==> config.mk <==
export PLATFORM = sky130hd
export DESIGN_NAME = mouse_event_tracker
export DESIGN_NICKNAME = d
export VERILOG_FILES = /design/src/rtl/met_pkg.sv /design/src/rtl/met_ram.sv /design/src/rtl/met_axis.sv /design/src/rtl/mouse_event_tracker.sv
export SDC_FILE = /design/constraint.sdc
export NUM_CORES = 2
export LEC_CHECK = 0
export CAP_MARGIN = 10
export CELL_PAD_IN_SITES_DETAIL_PLACEMENT = 0
export CELL_PAD_IN_SITES_GLOBAL_PLACEMENT = 1
export CORE_UTILIZATION = 40
export CTS_BUF_LIST = sky130_fd_sc_hd__clkbuf_4
export CTS_CLUSTER_SIZE = 40
export DETAILED_ROUTE_END_ITERATION = 8
export DONT_BUFFER_PORTS = 1
export MAX_ROUTING_LAYER = met4
export PLACE_DENSITY = 0.64
export SYNTH_ARGS = -nofsm -noshare
export SYNTH_HDL_FRONTEND = slang
export SYNTH_SLANG_ARGS = --single-unit
==> constraint.sdc <==
create_clock -name i_clk -period 14.37 [get_ports i_clk]
set_input_delay 2.1555 -clock i_clk [delete_from_list [all_inputs] [get_ports i_clk]]
set_output_delay 2.1555 -clock i_clk [all_outputs]
set_load 0.03 [all_outputs]
==> src/rtl/met_pkg.sv <==
// ----------------------------------------------------------------------------
// met_pkg
// Shared types, codes and helpers for the mouse event tracker.
// ----------------------------------------------------------------------------
package met_pkg;

    localparam int DEF_QUEUE_DEPTH = 32;
    localparam logic [16:0] DEF_BOUND_X = 17'd640;
    localparam logic [16:0] DEF_BOUND_Y = 17'd480;
    localparam logic [16:0] BOUND_MAX   = 17'd65536;

    localparam logic [1:0] CFG_BOUNDS_X = 2'd0;
    localparam logic [1:0] CFG_BOUNDS_Y = 2'd1;

    typedef enum logic [3:0] {
        OP_POSITION = 4'd0,
        OP_MOTION   = 4'd1,
        OP_DOWN     = 4'd2,
        OP_UP       = 4'd3,
        OP_WHEEL    = 4'd4,
        OP_HELD     = 4'd5,
        OP_PRESSED  = 4'd6,
        OP_POS      = 4'd7,
        OP_DELTA    = 4'd8,
        OP_WHEELX   = 4'd9,
        OP_WHEELY   = 4'd10,
        OP_PEEK     = 4'd11,
        OP_GET      = 4'd12
    } t_op;

    typedef enum logic [2:0] {
        EV_DOWN     = 3'd0,
        EV_UP       = 3'd1,
        EV_POSITION = 3'd2,
        EV_MOTION   = 3'd3,
        EV_WHEEL    = 3'd4
    } t_kind;

    typedef enum logic {
        ST_IDLE,
        ST_READ
    } t_state;

    // per-axis update selects
    typedef struct packed {
        logic position;
        logic motion;
    } t_axis_ctl;

    // one queue entry as stored in RAM
    typedef struct packed {
        logic [2:0]  kind;
        logic [31:0] stamp;
        logic [7:0]  buttons;
        logic [16:0] y;
        logic [16:0] x;
    } t_record;

    localparam int REC_W = $bits(t_record);

    // zero raised to one, anything above the max cut down to it
    function automatic logic [16:0] fix_bound(input logic [16:0] v);
        logic [16:0] r;
        if (v == 17'd0) begin
            r = 17'd1;
        end else if (v > BOUND_MAX) begin
            r = BOUND_MAX;
        end else begin
            r = v;
        end
        return r;
    endfunction

endpackage

==> src/rtl/met_ram.sv <==
// ----------------------------------------------------------------------------
// met_ram
// Generic single-clock RAM, one write port, one read port, registered read.
// ----------------------------------------------------------------------------
module met_ram #(
    parameter int WIDTH = 8,
    parameter int DEPTH = 32
) (
    input  logic                     i_clk,
    input  logic                     i_we,
    input  logic [$clog2(DEPTH)-1:0] i_waddr,
    input  logic [WIDTH-1:0]         i_wdata,
    input  logic                     i_re,
    input  logic [$clog2(DEPTH)-1:0] i_raddr,
    output logic [WIDTH-1:0]         o_rdata
);

    logic [WIDTH-1:0] r_mem [DEPTH];
    logic [WIDTH-1:0] r_rdata;

    always_ff @(posedge i_clk) begin
        if (i_we) begin
            r_mem[i_waddr] <= i_wdata;
        end
        if (i_re) begin
            r_rdata <= r_mem[i_raddr];
        end
    end

    assign o_rdata = r_rdata;

endmodule

==> src/rtl/met_axis.sv <==
// ----------------------------------------------------------------------------
// met_axis
// One cursor axis: clamped position/motion update and motion-sum increment.
// ----------------------------------------------------------------------------
module met_axis
    import met_pkg::*;
(
    input  t_axis_ctl          i_ctl,
    input  logic signed [16:0] i_value,
    input  logic [16:0]        i_bound,
    input  logic [15:0]        i_cursor,
    output logic [15:0]        o_cursor,
    output logic [31:0]        o_sum_inc
);

    logic [31:0] v32;
    logic [31:0] bound32;
    logic [31:0] cur32;
    logic [31:0] moved;
    logic [16:0] top;

    assign v32     = {{15{i_value[16]}}, i_value};
    assign bound32 = {15'd0, i_bound};
    assign cur32   = {16'd0, i_cursor};
    assign moved   = cur32 + v32;
    assign top     = i_bound - 17'd1;

    always_comb begin
        o_cursor  = i_cursor;
        o_sum_inc = 32'd0;
        if (i_ctl.position) begin
            // sum takes the raw jump; negatives compare as huge and clamp
            o_sum_inc = v32 - cur32;
            o_cursor  = (v32 >= bound32) ? top[15:0] : v32[15:0];
        end else if (i_ctl.motion) begin
            o_sum_inc = v32;
            if (moved >= bound32) begin
                o_cursor = v32[31] ? 16'd0 : top[15:0];
            end else begin
                o_cursor = moved[15:0];
            end
        end
    end

endmodule

==> src/rtl/mouse_event_tracker.sv <==
// ----------------------------------------------------------------------------
// mouse_event_tracker
// Cursor, delta, wheel and button tracking with a RAM-backed event queue.
// ----------------------------------------------------------------------------
//  channel   direction  handshake                 payload
//  in        request    i_in_valid / o_in_stall   operation, values, mask, stamps
//  out       result     o_out_valid / i_out_stall status, kind, time, x, y, buttons
//  cfg       write      i_cfg_valid / o_cfg_ready i_cfg_index, i_cfg_data
//
//  Posts, value reads and unused codes: result registered at accept.
//  Peek/get with events pending: result formed from the registered RAM read.
//  Input stalls while a queue read is in flight or a result is held stalled.
//  Synchronous active-low reset; queue RAM content is not cleared.
// ----------------------------------------------------------------------------
module mouse_event_tracker
    import met_pkg::*;
#(
    parameter int QUEUE_DEPTH = DEF_QUEUE_DEPTH
) (
    input  logic               i_clk,
    input  logic               i_rst_n,

    input  logic               i_in_valid,
    output logic               o_in_stall,
    input  logic [3:0]         i_operation,
    input  logic signed [16:0] i_value_x,
    input  logic signed [16:0] i_value_y,
    input  logic [7:0]         i_button_mask,
    input  logic [31:0]        i_stamp_ms,
    input  logic [31:0]        i_now_ms,

    output logic               o_out_valid,
    input  logic               i_out_stall,
    output logic               o_status,
    output logic [2:0]         o_event_kind,
    output logic [31:0]        o_event_time,
    output logic signed [31:0] o_out_x,
    output logic signed [31:0] o_out_y,
    output logic [7:0]         o_out_buttons,

    input  logic               i_cfg_valid,
    output logic               o_cfg_ready,
    input  logic [1:0]         i_cfg_index,
    input  logic [16:0]        i_cfg_data
);

    localparam int AW = $clog2(QUEUE_DEPTH);
    localparam logic [AW-1:0] LAST = AW'(QUEUE_DEPTH - 1);

    t_state        r_state, n_state;
    logic [16:0]   r_bound_x, n_bound_x, r_bound_y, n_bound_y;
    logic [15:0]   r_cur_x, n_cur_x, r_cur_y, n_cur_y;
    logic [31:0]   r_msum_x, n_msum_x, r_msum_y, n_msum_y;
    logic [31:0]   r_wsum_x, n_wsum_x, r_wsum_y, n_wsum_y;
    logic [7:0]    r_held, n_held, r_pressed, n_pressed;
    logic [AW-1:0] r_head, n_head, r_tail, n_tail;

    logic          r_out_valid;
    logic          r_status;
    logic [2:0]    r_kind;
    logic [31:0]   r_time, r_x, r_y;
    logic [7:0]    r_btn;

    logic          in_acc, busy;
    t_op           op;
    logic [AW-1:0] tail_next;
    logic          q_full, q_empty, is_post, go_read;
    logic [31:0]   stamp, vx32, vy32;

    t_axis_ctl     ax_ctl;
    logic [15:0]   ax_cur_x, ax_cur_y;
    logic [31:0]   ax_inc_x, ax_inc_y;

    logic          ram_we;
    t_record       wrec, rrec;
    logic [REC_W-1:0] ram_rdata;

    logic          res_load, res_status;
    logic [2:0]    res_kind;
    logic [31:0]   res_time, res_x, res_y;
    logic [7:0]    res_btn;
    logic [16:0]   cfg_bound;

    assign op        = t_op'(i_operation);
    assign in_acc    = i_in_valid && !o_in_stall;
    assign tail_next = (r_tail == LAST) ? '0 : r_tail + AW'(1);
    assign q_full    = (tail_next == r_head);
    assign q_empty   = (r_head == r_tail);
    assign is_post   = (i_operation inside {[OP_POSITION:OP_WHEEL]});
    assign go_read   = in_acc && (op == OP_PEEK || op == OP_GET) && !q_empty;
    assign stamp     = (i_stamp_ms == 32'd0) ? i_now_ms : i_stamp_ms;
    assign vx32      = {{15{i_value_x[16]}}, i_value_x};
    assign vy32      = {{15{i_value_y[16]}}, i_value_y};
    assign cfg_bound = fix_bound(i_cfg_data);
    assign o_cfg_ready = 1'b1;

    assign ax_ctl.position = (op == OP_POSITION);
    assign ax_ctl.motion   = (op == OP_MOTION);

    met_axis u_axis_x (
        .i_ctl     (ax_ctl),
        .i_value   (i_value_x),
        .i_bound   (r_bound_x),
        .i_cursor  (r_cur_x),
        .o_cursor  (ax_cur_x),
        .o_sum_inc (ax_inc_x)
    );

    met_axis u_axis_y (
        .i_ctl     (ax_ctl),
        .i_value   (i_value_y),
        .i_bound   (r_bound_y),
        .i_cursor  (r_cur_y),
        .o_cursor  (ax_cur_y),
        .o_sum_inc (ax_inc_y)
    );

    met_ram #(
        .WIDTH (REC_W),
        .DEPTH (QUEUE_DEPTH)
    ) u_queue (
        .i_clk   (i_clk),
        .i_we    (ram_we),
        .i_waddr (r_tail),
        .i_wdata (wrec),
        .i_re    (go_read),
        .i_raddr (r_head),
        .o_rdata (ram_rdata)
    );

    assign rrec = t_record'(ram_rdata);

    // next state
    always_comb begin
        n_state = r_state;
        case (r_state)
            ST_IDLE: begin
                if (go_read) begin
                    n_state = ST_READ;
                end
            end
            ST_READ: n_state = ST_IDLE;
            default: n_state = ST_IDLE;
        endcase
    end

    // state outputs
    always_comb begin
        busy = 1'b0;
        case (r_state)
            ST_IDLE: busy = 1'b0;
            ST_READ: busy = 1'b1;
            default: busy = 1'b1;
        endcase
        o_in_stall = busy || (r_out_valid && i_out_stall);
    end

    // state update and result forming
    always_comb begin
        n_bound_x = r_bound_x;
        n_bound_y = r_bound_y;
        n_cur_x   = r_cur_x;
        n_cur_y   = r_cur_y;
        n_msum_x  = r_msum_x;
        n_msum_y  = r_msum_y;
        n_wsum_x  = r_wsum_x;
        n_wsum_y  = r_wsum_y;
        n_held    = r_held;
        n_pressed = r_pressed;
        n_head    = r_head;
        n_tail    = r_tail;

        ram_we       = 1'b0;
        wrec         = '0;
        wrec.stamp   = stamp;

        res_load   = 1'b0;
        res_status = 1'b0;
        res_kind   = 3'd0;
        res_time   = 32'd0;
        res_x      = 32'd0;
        res_y      = 32'd0;
        res_btn    = 8'd0;

        if (in_acc) begin
            if (is_post) begin
                res_load = 1'b1;
                if (q_full) begin
                    res_status = 1'b1;
                end else begin
                    ram_we = 1'b1;
                    n_tail = tail_next;
                    case (op)
                        OP_POSITION: begin
                            wrec.kind = EV_POSITION;
                            n_cur_x   = ax_cur_x;
                            n_cur_y   = ax_cur_y;
                            n_msum_x  = r_msum_x + ax_inc_x;
                            n_msum_y  = r_msum_y + ax_inc_y;
                            wrec.x    = {1'b0, ax_cur_x};
                            wrec.y    = {1'b0, ax_cur_y};
                        end
                        OP_MOTION: begin
                            wrec.kind = EV_MOTION;
                            n_cur_x   = ax_cur_x;
                            n_cur_y   = ax_cur_y;
                            n_msum_x  = r_msum_x + ax_inc_x;
                            n_msum_y  = r_msum_y + ax_inc_y;
                            wrec.x    = i_value_x;
                            wrec.y    = i_value_y;
                        end
                        OP_DOWN: begin
                            wrec.kind    = EV_DOWN;
                            wrec.x       = {1'b0, r_cur_x};
                            wrec.y       = {1'b0, r_cur_y};
                            wrec.buttons = i_button_mask;
                            n_held       = r_held | i_button_mask;
                            n_pressed    = r_pressed | i_button_mask;
                        end
                        OP_UP: begin
                            wrec.kind    = EV_UP;
                            wrec.x       = {1'b0, r_cur_x};
                            wrec.y       = {1'b0, r_cur_y};
                            wrec.buttons = i_button_mask;
                            n_held       = r_held & ~i_button_mask;
                        end
                        default: begin
                            wrec.kind = EV_WHEEL;
                            n_wsum_x  = r_wsum_x + vx32;
                            n_wsum_y  = r_wsum_y + vy32;
                            wrec.x    = i_value_x;
                            wrec.y    = i_value_y;
                        end
                    endcase
                end
            end else if (i_operation inside {[OP_HELD:OP_WHEELY]}) begin
                // value reads flush the queue
                res_load = 1'b1;
                n_head   = '0;
                n_tail   = '0;
                case (op)
                    OP_HELD: res_btn = r_held;
                    OP_PRESSED: begin
                        res_btn   = r_pressed;
                        n_pressed = 8'd0;
                    end
                    OP_POS: begin
                        res_x = {16'd0, r_cur_x};
                        res_y = {16'd0, r_cur_y};
                    end
                    OP_DELTA: begin
                        res_x    = r_msum_x;
                        res_y    = r_msum_y;
                        n_msum_x = 32'd0;
                        n_msum_y = 32'd0;
                    end
                    OP_WHEELX: begin
                        res_x    = r_wsum_x;
                        n_wsum_x = 32'd0;
                    end
                    default: begin
                        res_x    = r_wsum_y;
                        n_wsum_y = 32'd0;
                    end
                endcase
            end else if (op == OP_PEEK || op == OP_GET) begin
                if (q_empty) begin
                    res_load   = 1'b1;
                    res_status = 1'b1;
                end else if (op == OP_GET) begin
                    // head read is already addressed this cycle
                    n_head = (r_head == LAST) ? '0 : r_head + AW'(1);
                end
            end else begin
                res_load = 1'b1;
            end
        end

        if (r_state == ST_READ) begin
            res_load = 1'b1;
            res_kind = rrec.kind;
            res_time = rrec.stamp;
            res_btn  = rrec.buttons;
            res_x    = {{15{rrec.x[16]}}, rrec.x};
            res_y    = {{15{rrec.y[16]}}, rrec.y};
        end

        if (i_cfg_valid && o_cfg_ready) begin
            if (i_cfg_index == CFG_BOUNDS_X) begin
                n_head    = '0;
                n_tail    = '0;
                n_bound_x = cfg_bound;
                if ({1'b0, r_cur_x} >= cfg_bound) begin
                    n_cur_x = 16'(cfg_bound - 17'd1);
                end
            end else if (i_cfg_index == CFG_BOUNDS_Y) begin
                n_head    = '0;
                n_tail    = '0;
                n_bound_y = cfg_bound;
                if ({1'b0, r_cur_y} >= cfg_bound) begin
                    n_cur_y = 16'(cfg_bound - 17'd1);
                end
            end
        end
    end

    always_ff @(posedge i_clk) begin
        if (!i_rst_n) begin
            r_state     <= ST_IDLE;
            r_bound_x   <= DEF_BOUND_X;
            r_bound_y   <= DEF_BOUND_Y;
            r_cur_x     <= '0;
            r_cur_y     <= '0;
            r_msum_x    <= '0;
            r_msum_y    <= '0;
            r_wsum_x    <= '0;
            r_wsum_y    <= '0;
            r_held      <= '0;
            r_pressed   <= '0;
            r_head      <= '0;
            r_tail      <= '0;
            r_out_valid <= 1'b0;
        end else begin
            r_state   <= n_state;
            r_bound_x <= n_bound_x;
            r_bound_y <= n_bound_y;
            r_cur_x   <= n_cur_x;
            r_cur_y   <= n_cur_y;
            r_msum_x  <= n_msum_x;
            r_msum_y  <= n_msum_y;
            r_wsum_x  <= n_wsum_x;
            r_wsum_y  <= n_wsum_y;
            r_held    <= n_held;
            r_pressed <= n_pressed;
            r_head    <= n_head;
            r_tail    <= n_tail;
            if (res_load) begin
                r_out_valid <= 1'b1;
            end else if (!i_out_stall) begin
                r_out_valid <= 1'b0;
            end
        end
    end

    always_ff @(posedge i_clk) begin
        if (res_load) begin
            r_status <= res_status;
            r_kind   <= res_kind;
            r_time   <= res_time;
            r_x      <= res_x;
            r_y      <= res_y;
            r_btn    <= res_btn;
        end
    end

    assign o_out_valid   = r_out_valid;
    assign o_status      = r_status;
    assign o_event_kind  = r_kind;
    assign o_event_time  = r_time;
    assign o_out_x       = r_x;
    assign o_out_y       = r_y;
    assign o_out_buttons = r_btn;

    // a queue read is only in flight right after a peek/get request
    a_read_follows_request: assert property (@(posedge i_clk) disable iff (!i_rst_n)
        (r_state == ST_READ) |-> $past(go_read))
        else $error("queue read without peek/get request");

    // the read cycle always produces a result
    a_read_gives_result: assert property (@(posedge i_clk) disable iff (!i_rst_n)
        (r_state == ST_READ) |=> r_out_valid)
        else $error("queue read produced no result");

    // a stored post leaves the queue non-empty
    a_post_fills_queue: assert property (@(posedge i_clk) disable iff (!i_rst_n)
        (in_acc && is_post && !q_full && !i_cfg_valid) |=> (r_head != r_tail))
        else $error("accepted post left queue empty");

endmodule

Word level (Yosys, flattened, before mapping)

Memory sizes are Yosys's and may differ from the RTL's. A register that Yosys moved wholly into a read port is not among the register bits.
Index checks and enable logic that the tools add are counted.

Add/subtract/negate cells: 13
Order comparisons: 11
Eq/ne operators: 21
Muxes and demuxes: 116
Bitwise logic cells: 7
Reductions and logical operators: 31

Operators by type and width:

| kind                                                                  | count |
|---|---|
| 32-bit 2-to-1 mux                                                     | 31 |
| 16-bit 2-to-1 mux                                                     | 23 |
| 32-bit adder                                                          | 4 |
| 32-bit by 17-bit >= comparator with 1-bit output                      | 4 |
| 32-bit one-hot mux with 4 select lines                                | 1 |
| 42-bit 2-to-1 mux                                                     | 3 |
| 5-bit 2-to-1 mux                                                      | 18 |
| 8-bit 2-to-1 mux                                                      | 10 |
| 34-bit one-hot mux with 2 select lines                                | 1 |
| 32-bit one-hot mux with 2 select lines                                | 1 |
| 16-bit by 1-bit subtractor with 16-bit output (second input constant) | 3 |
| 17-bit by 17-bit adder with 18-bit output                             | 2 |
| 17-bit by 17-bit subtractor with 18-bit output                        | 2 |
| 16-bit by 17-bit >= comparator with 1-bit output                      | 2 |
| 17-bit 2-to-1 mux                                                     | 2 |
| 32-bit zero test                                                      | 1 |
| 8-bit one-hot mux with 2 select lines                                 | 2 |
| 5-bit AND reduction                                                   | 4 |
| 1-bit 2-to-1 mux                                                      | 18 |
| 17-bit greater-than comparator (second input constant)                | 1 |
| 17-bit zero test                                                      | 1 |
| 4-bit == test (second input constant)                                 | 4 |
| 8-bit bitwise OR                                                      | 2 |
| 4-bit by 3-bit == test with 1-bit output (second input constant)      | 3 |
| other kinds (30)                                                      | 56 |

Bits in registers: 330
Memory bits (writable): 2464
Bits of input ports: 134
Logic and storage cells: 220
Memories kept: 1

Memory list:

| memory        | words | bits a word | read ports | clocked after Yosys merged registers in | write ports | RTL line      | RTL |
|---|---|---|---|---|---|---|---|
| u_queue.r_mem | 32    | 77          | 1          | 1                                       | 1           | met_ram.sv:18 | `logic [WIDTH-1:0] r_mem [DEPTH];` |

Depth between registers and ports, before layout

Word-level depth: 12
Gate-level depth with buffers: 26
Mapped depth without buffers: 25

Hierarchy

A second synthesis with hierarchy kept.

Cells, all modules: 7375
Area, all modules: 124704.6 um^2

By module, submodules not included:

| module               | instances | cells each | area an instance (um^2) | sequential area each (um^2) |
|---|---|---|---|---|
| met_ram              | 1         | 3713       | 95730.6                 | 76303.2 |
| mouse_event_tracker  | 1         | 2610       | 21703.3                 | 7687.4 |
| met_axis at u_axis_y | 1         | 549        | 3786.1                  | 0.0 |
| met_axis at u_axis_x | 1         | 503        | 3484.6                  | 0.0 |

Worst setup path after synthesis

Ideal clock, no wire load.

Path kind: input -> register
Start point: input port i_out_stall
End point: memory u_queue.r_mem[15][0] in the netlist's numbering, enable pin
Data arrival time: 6.490 ns
Data required time: 13.857 ns
Setup slack: 7.367 ns
Stages: 7
Buffers on the path: 1
Path through: a21oi_1 > and2_1 > clkbuf_1 > o41ai_2 > nor2_4 > nand2_1 > nor2_1

Cells in the longest elaborated chain, start to end: 7

RTL lines:

| item                                   | RTL line                   | RTL |
|---|---|---|
| start: declaration                     | mouse_event_tracker.sv:33  | `input logic i_out_stall,` |
| 1-bit logical AND                      | mouse_event_tracker.sv:155 | `o_in_stall = busy \|\| (r_out_valid && i_out_stall);` |
| 1-bit logical OR                       | mouse_event_tracker.sv:155 |  |
| 1-bit zero test                        | mouse_event_tracker.sv:85  | `assign in_acc = i_in_valid && !o_in_stall;` |
| 1-bit logical AND                      | mouse_event_tracker.sv:85  |  |
| 1-bit 2-to-1 mux                       | mouse_event_tracker.sv:185 | `if (in_acc) begin` |
| 1-bit 2-to-1 mux                       | met_ram.sv:22              | `if (i_we) begin` |
| 1-bit 2-to-1 mux (not written as such) | met_ram.sv:23              | `r_mem[i_waddr] <= i_wdata;` |
| end: declaration                       | met_ram.sv:18              |  |

No other way between the ends.

Final worst setup path

Start point: register r_head[2]
End point: memory u_queue.r_mem[6][26] in the netlist's numbering, enable pin

Cells in the longest elaborated chain, start to end: 6

RTL lines:

| item                                   | RTL line                   | RTL |
|---|---|---|
| start: declaration                     | mouse_event_tracker.sv:56  | `logic [AW-1:0] r_head, n_head, r_tail, n_tail;` |
| start signal: assignment               | mouse_event_tracker.sv:335 | `r_head <= n_head;` |
| 5-bit == test                          | mouse_event_tracker.sv:87  | `assign q_full = (tail_next == r_head);` |
| 1-bit 2-to-1 mux                       | mouse_event_tracker.sv:188 | `if (q_full) begin` |
| 1-bit 2-to-1 mux                       | mouse_event_tracker.sv:186 | `if (is_post) begin` |
| 1-bit 2-to-1 mux                       | mouse_event_tracker.sv:185 |  |
| 1-bit 2-to-1 mux                       | met_ram.sv:22              |  |
| 1-bit 2-to-1 mux (not written as such) | met_ram.sv:23              |  |

No other way between the ends.

==> reports/metrics.cfg <==
[outcome]
outcome = finished, final reports clean

[global_routing]
grt_pass1_vias = 72000
antenna_found_initial = 32
grt_overflow_total = 0
grt_start_max_net_pins = 141
grt_first_pass_wirelength_mm = 522
grt_usage_pct = 24.2

[timing]
hold_violations = 0
fin_crit_sh_pct = 45.1
drv_slew = 0
setup_viol_count_final = 0
skew_ns = 0.173
fmax_ghz = 0.154
tightest_slew_ns = 1.32
period_needed_ns = 6.48
relSlewSlack_pct = 11.8
rsz0062_at_grt = no
tns_ns = 0

[clocking]
cts-htree-levels = 6
cts_root_buf = clkbuf_4
clk_pin_slew_ns = 0.06
cts.path.max_buffers = 4
ctsResizeCount = 0
cts_tree = built
cts_setup_buffers = 0
hold_buffers = 0
clk_latency_ns = 1.57
numClockSinks = 2871
numCtsBuffers = 732

[synthesis]
synthArstFlopShare_pct = 0
ys_seq_area_share_pct = 68.3
synth-main-ff-cell = edfxtp_1
syn_inst = 7043
synth.avg_cell_area_sq_um = 17.5
syn_area_sq_um = 123000
yosys.area.top_type = edfxtp_1
yosysWarnings = 0
synth_top_area_share_pct = 64.7
synth.area.top_cells = edfxtp_1 (65%), mux4_2 (14%), dfxtp_1 (3.6%)
synth_nets = 7481
synth-seq-cells = 2871
synth_edf_count = 2649
synth_cell_types = 99

[route]
drt_iter0_drc = 7473
drc = 0
via_per_inst = 5.80
vias = 71100
avgRoutedWirePerCell_um = 29.9
drt-total-wl_mm = 367
drtAntennaViolNets = 0
drtPass1Iterations = 8

[power_and_ir_drop]
vdd_drop_max_uv = 74.2
p_leak_nw = 46.6
power.density_nw_per_um2 = 122

[final_layout]
layout_common_cells = edfxtp_1 (2649), clkbuf_4 (1053), mux4_2 (770)
fillerInstances = 26800
final_nets = 8023
seq_area_sq_um = 84000
area_growth_pct = 12.3
drive_gt1_share_pct = 28.5
final_cells = 12300
multiInputGateArea_sq_um = 37600
final_common_cell = edfxtp_1
design_area_sq_um = 138000

[setup_path]
worstPathArrival_ns = 7.51
path_buf_inv = 3
crit_chain = buf_4 -> nor2_1 -> a2bb2oi_2 -> o41ai_2 -> nor2_4 -> nand2_1 -> nor2_4 -> buf_4 -> buf_4
rr_startpoint = r_head[2]$_SDFF_PN0_
slowest_stage = buf_4
critPathMaxStageDelay_ns = 0.93
cp-start-kind = flip-flop
r2r_slack_ns = 7.89
crit_top_cell = buf_4
r2r_end = u_queue.r_mem[6][26]$_DFFE_PP_
critPathKind = flip-flop to flip-flop
required_ns = 15.40
reg2reg_depth = 9
cp_max_fo = 40
critPathTopFamily = buffers and inverters
crit_path_end_kind = flip-flop

[floorplanning]
die_area_sq_um = 310000
fp.coreArea_sq_um = 306000
die_y_um = 557
std_cell_rows = 203
fp.dieW_um = 557
initial_core_util_pct = 40.2
boundaryPins = 245

[place]
place_congestion = 0.874
place_hpwl_mm = 215
port_buffers = 0
placed_area_sq_um = 129000
placed_cells = 10900

[worst_hold_path]
min-delay-start = r_pressed[3]$_SDFFE_PN0P_
whs_endpoint = r_pressed[3]$_SDFFE_PN0P_
worstHoldPathCells = 2
holdCritPathClass = flip-flop to flip-flop

[job]
cap_viol_max_count = 0

## Yosys cell counts, drive strengths merged (26+ instances only)
cell and instances:
edfxtp 2649, and3 31, dfxtp 222, ha 296
a21o 122, a22oi 56, o21a 32, nand2 308
mux4 770, nand4 33, nand2b 47, and2 53
nor2b 32, o21bai 27, a21oi 316, a222oi 32
a31oi 32, nand3 92, a211oi 43, a221oi 26
buf 101, xnor2 123, mux2i 37, inv 163
clkbuf 259, o211ai 30, xor2 76, o21ai 263
nor2 342, mux2 89, nor3 77
## metrics by stage
step | hold slack [ns] | util (%) | power (mW) | setup WS (ns)
CTS | 0.473 | 45.1 | 17.1 | 7.79
global placement | 0.449 | 42.1 | 9.99 | 6.57
floorplan | 0.436 | - | 9.77 | 7.37
global route | 0.498 | 45.2 | 17.5 | 7.56
detailed placement | 0.458 | 42.1 | 10.0 | 6.70
finish | 0.477 | 45.2 | 16.9 | 7.89
## tightest hold or removal path, cell delays in order, from the launching register on
cell and delay [ns]:
dfxtp_1 0.33, a21oi_1 0.04, nor2_1 0.07
## power by group
part	switching [mW]	total, mW	internal (mW)
sequential	0.0673	9.20	9.13
combinational	0.431	0.633	0.202
clock	3.40	7.05	3.64
total	3.90	16.9	13.0
## cell type report
cell class / instances / area share, %
clock inverter: 210 / 1.07
multi-input combinational: 3649 / 27.2
timing repair buffer: 168 / 1.00
inverter: 163 / 0.450
tap: 4100 / 3.71
sequential: 2871 / 60.8
antenna: 50 / 0.0905
clock buffer: 1053 / 5.72
## kinds of logic after synthesis
kind of cell	Yosys count	synth area share [%]
xor+xnor	200	1.43
mux	896	15.2
flops	2871	68.3
fa+ha+maj	304	3.14
simple gates	1099	4.19
buf+inv	523	1.64
compound gates	1149	6.12
other cells	1	0.00305
## worst max path at each step
stage / from / end / cells after the start
2_1_floorplan: i_out_stall / u_queue.r_mem[15][0]$_DFFE_PP_ / 7
3_3_place_gp: i_value_x[0] / r_msum_x[31]$_SDFFE_PN0P_ / 25
3_5_place_dp: i_value_x[0] / r_msum_x[31]$_SDFFE_PN0P_ / 25
4_1_cts: r_head[2]$_SDFF_PN0_ / u_queue.r_mem[4][51]$_DFFE_PP_ / 9
5_1_grt: r_head[2]$_SDFF_PN0_ / u_queue.r_mem[6][24]$_DFFE_PP_ / 9
6_report: r_head[2]$_SDFF_PN0_ / u_queue.r_mem[6][26]$_DFFE_PP_ / 9
## flip-flops by register name (all words and copies together) (netlist names), 17 cells and up, named ones only
signal,count
r_wsum_x,32
o_event_time,32
u_queue.r_mem,2464
r_bound_y,17
o_out_y,32
r_wsum_y,32
r_msum_x,32
o_out_x,32
u_queue.o_rdata,77
r_msum_y,32
r_bound_x,17
## layer usage
layer	global-route usage (%)	up-vias	wire length [um]
li1	-	30200	-
met1	31.9	37500	155000
met2	38.3	2941	177000
met3	4.34	551	26000
met4	6.93	0	8930
met5	-	-	0
Note: power is estimated with default switching activity, not from simulation.
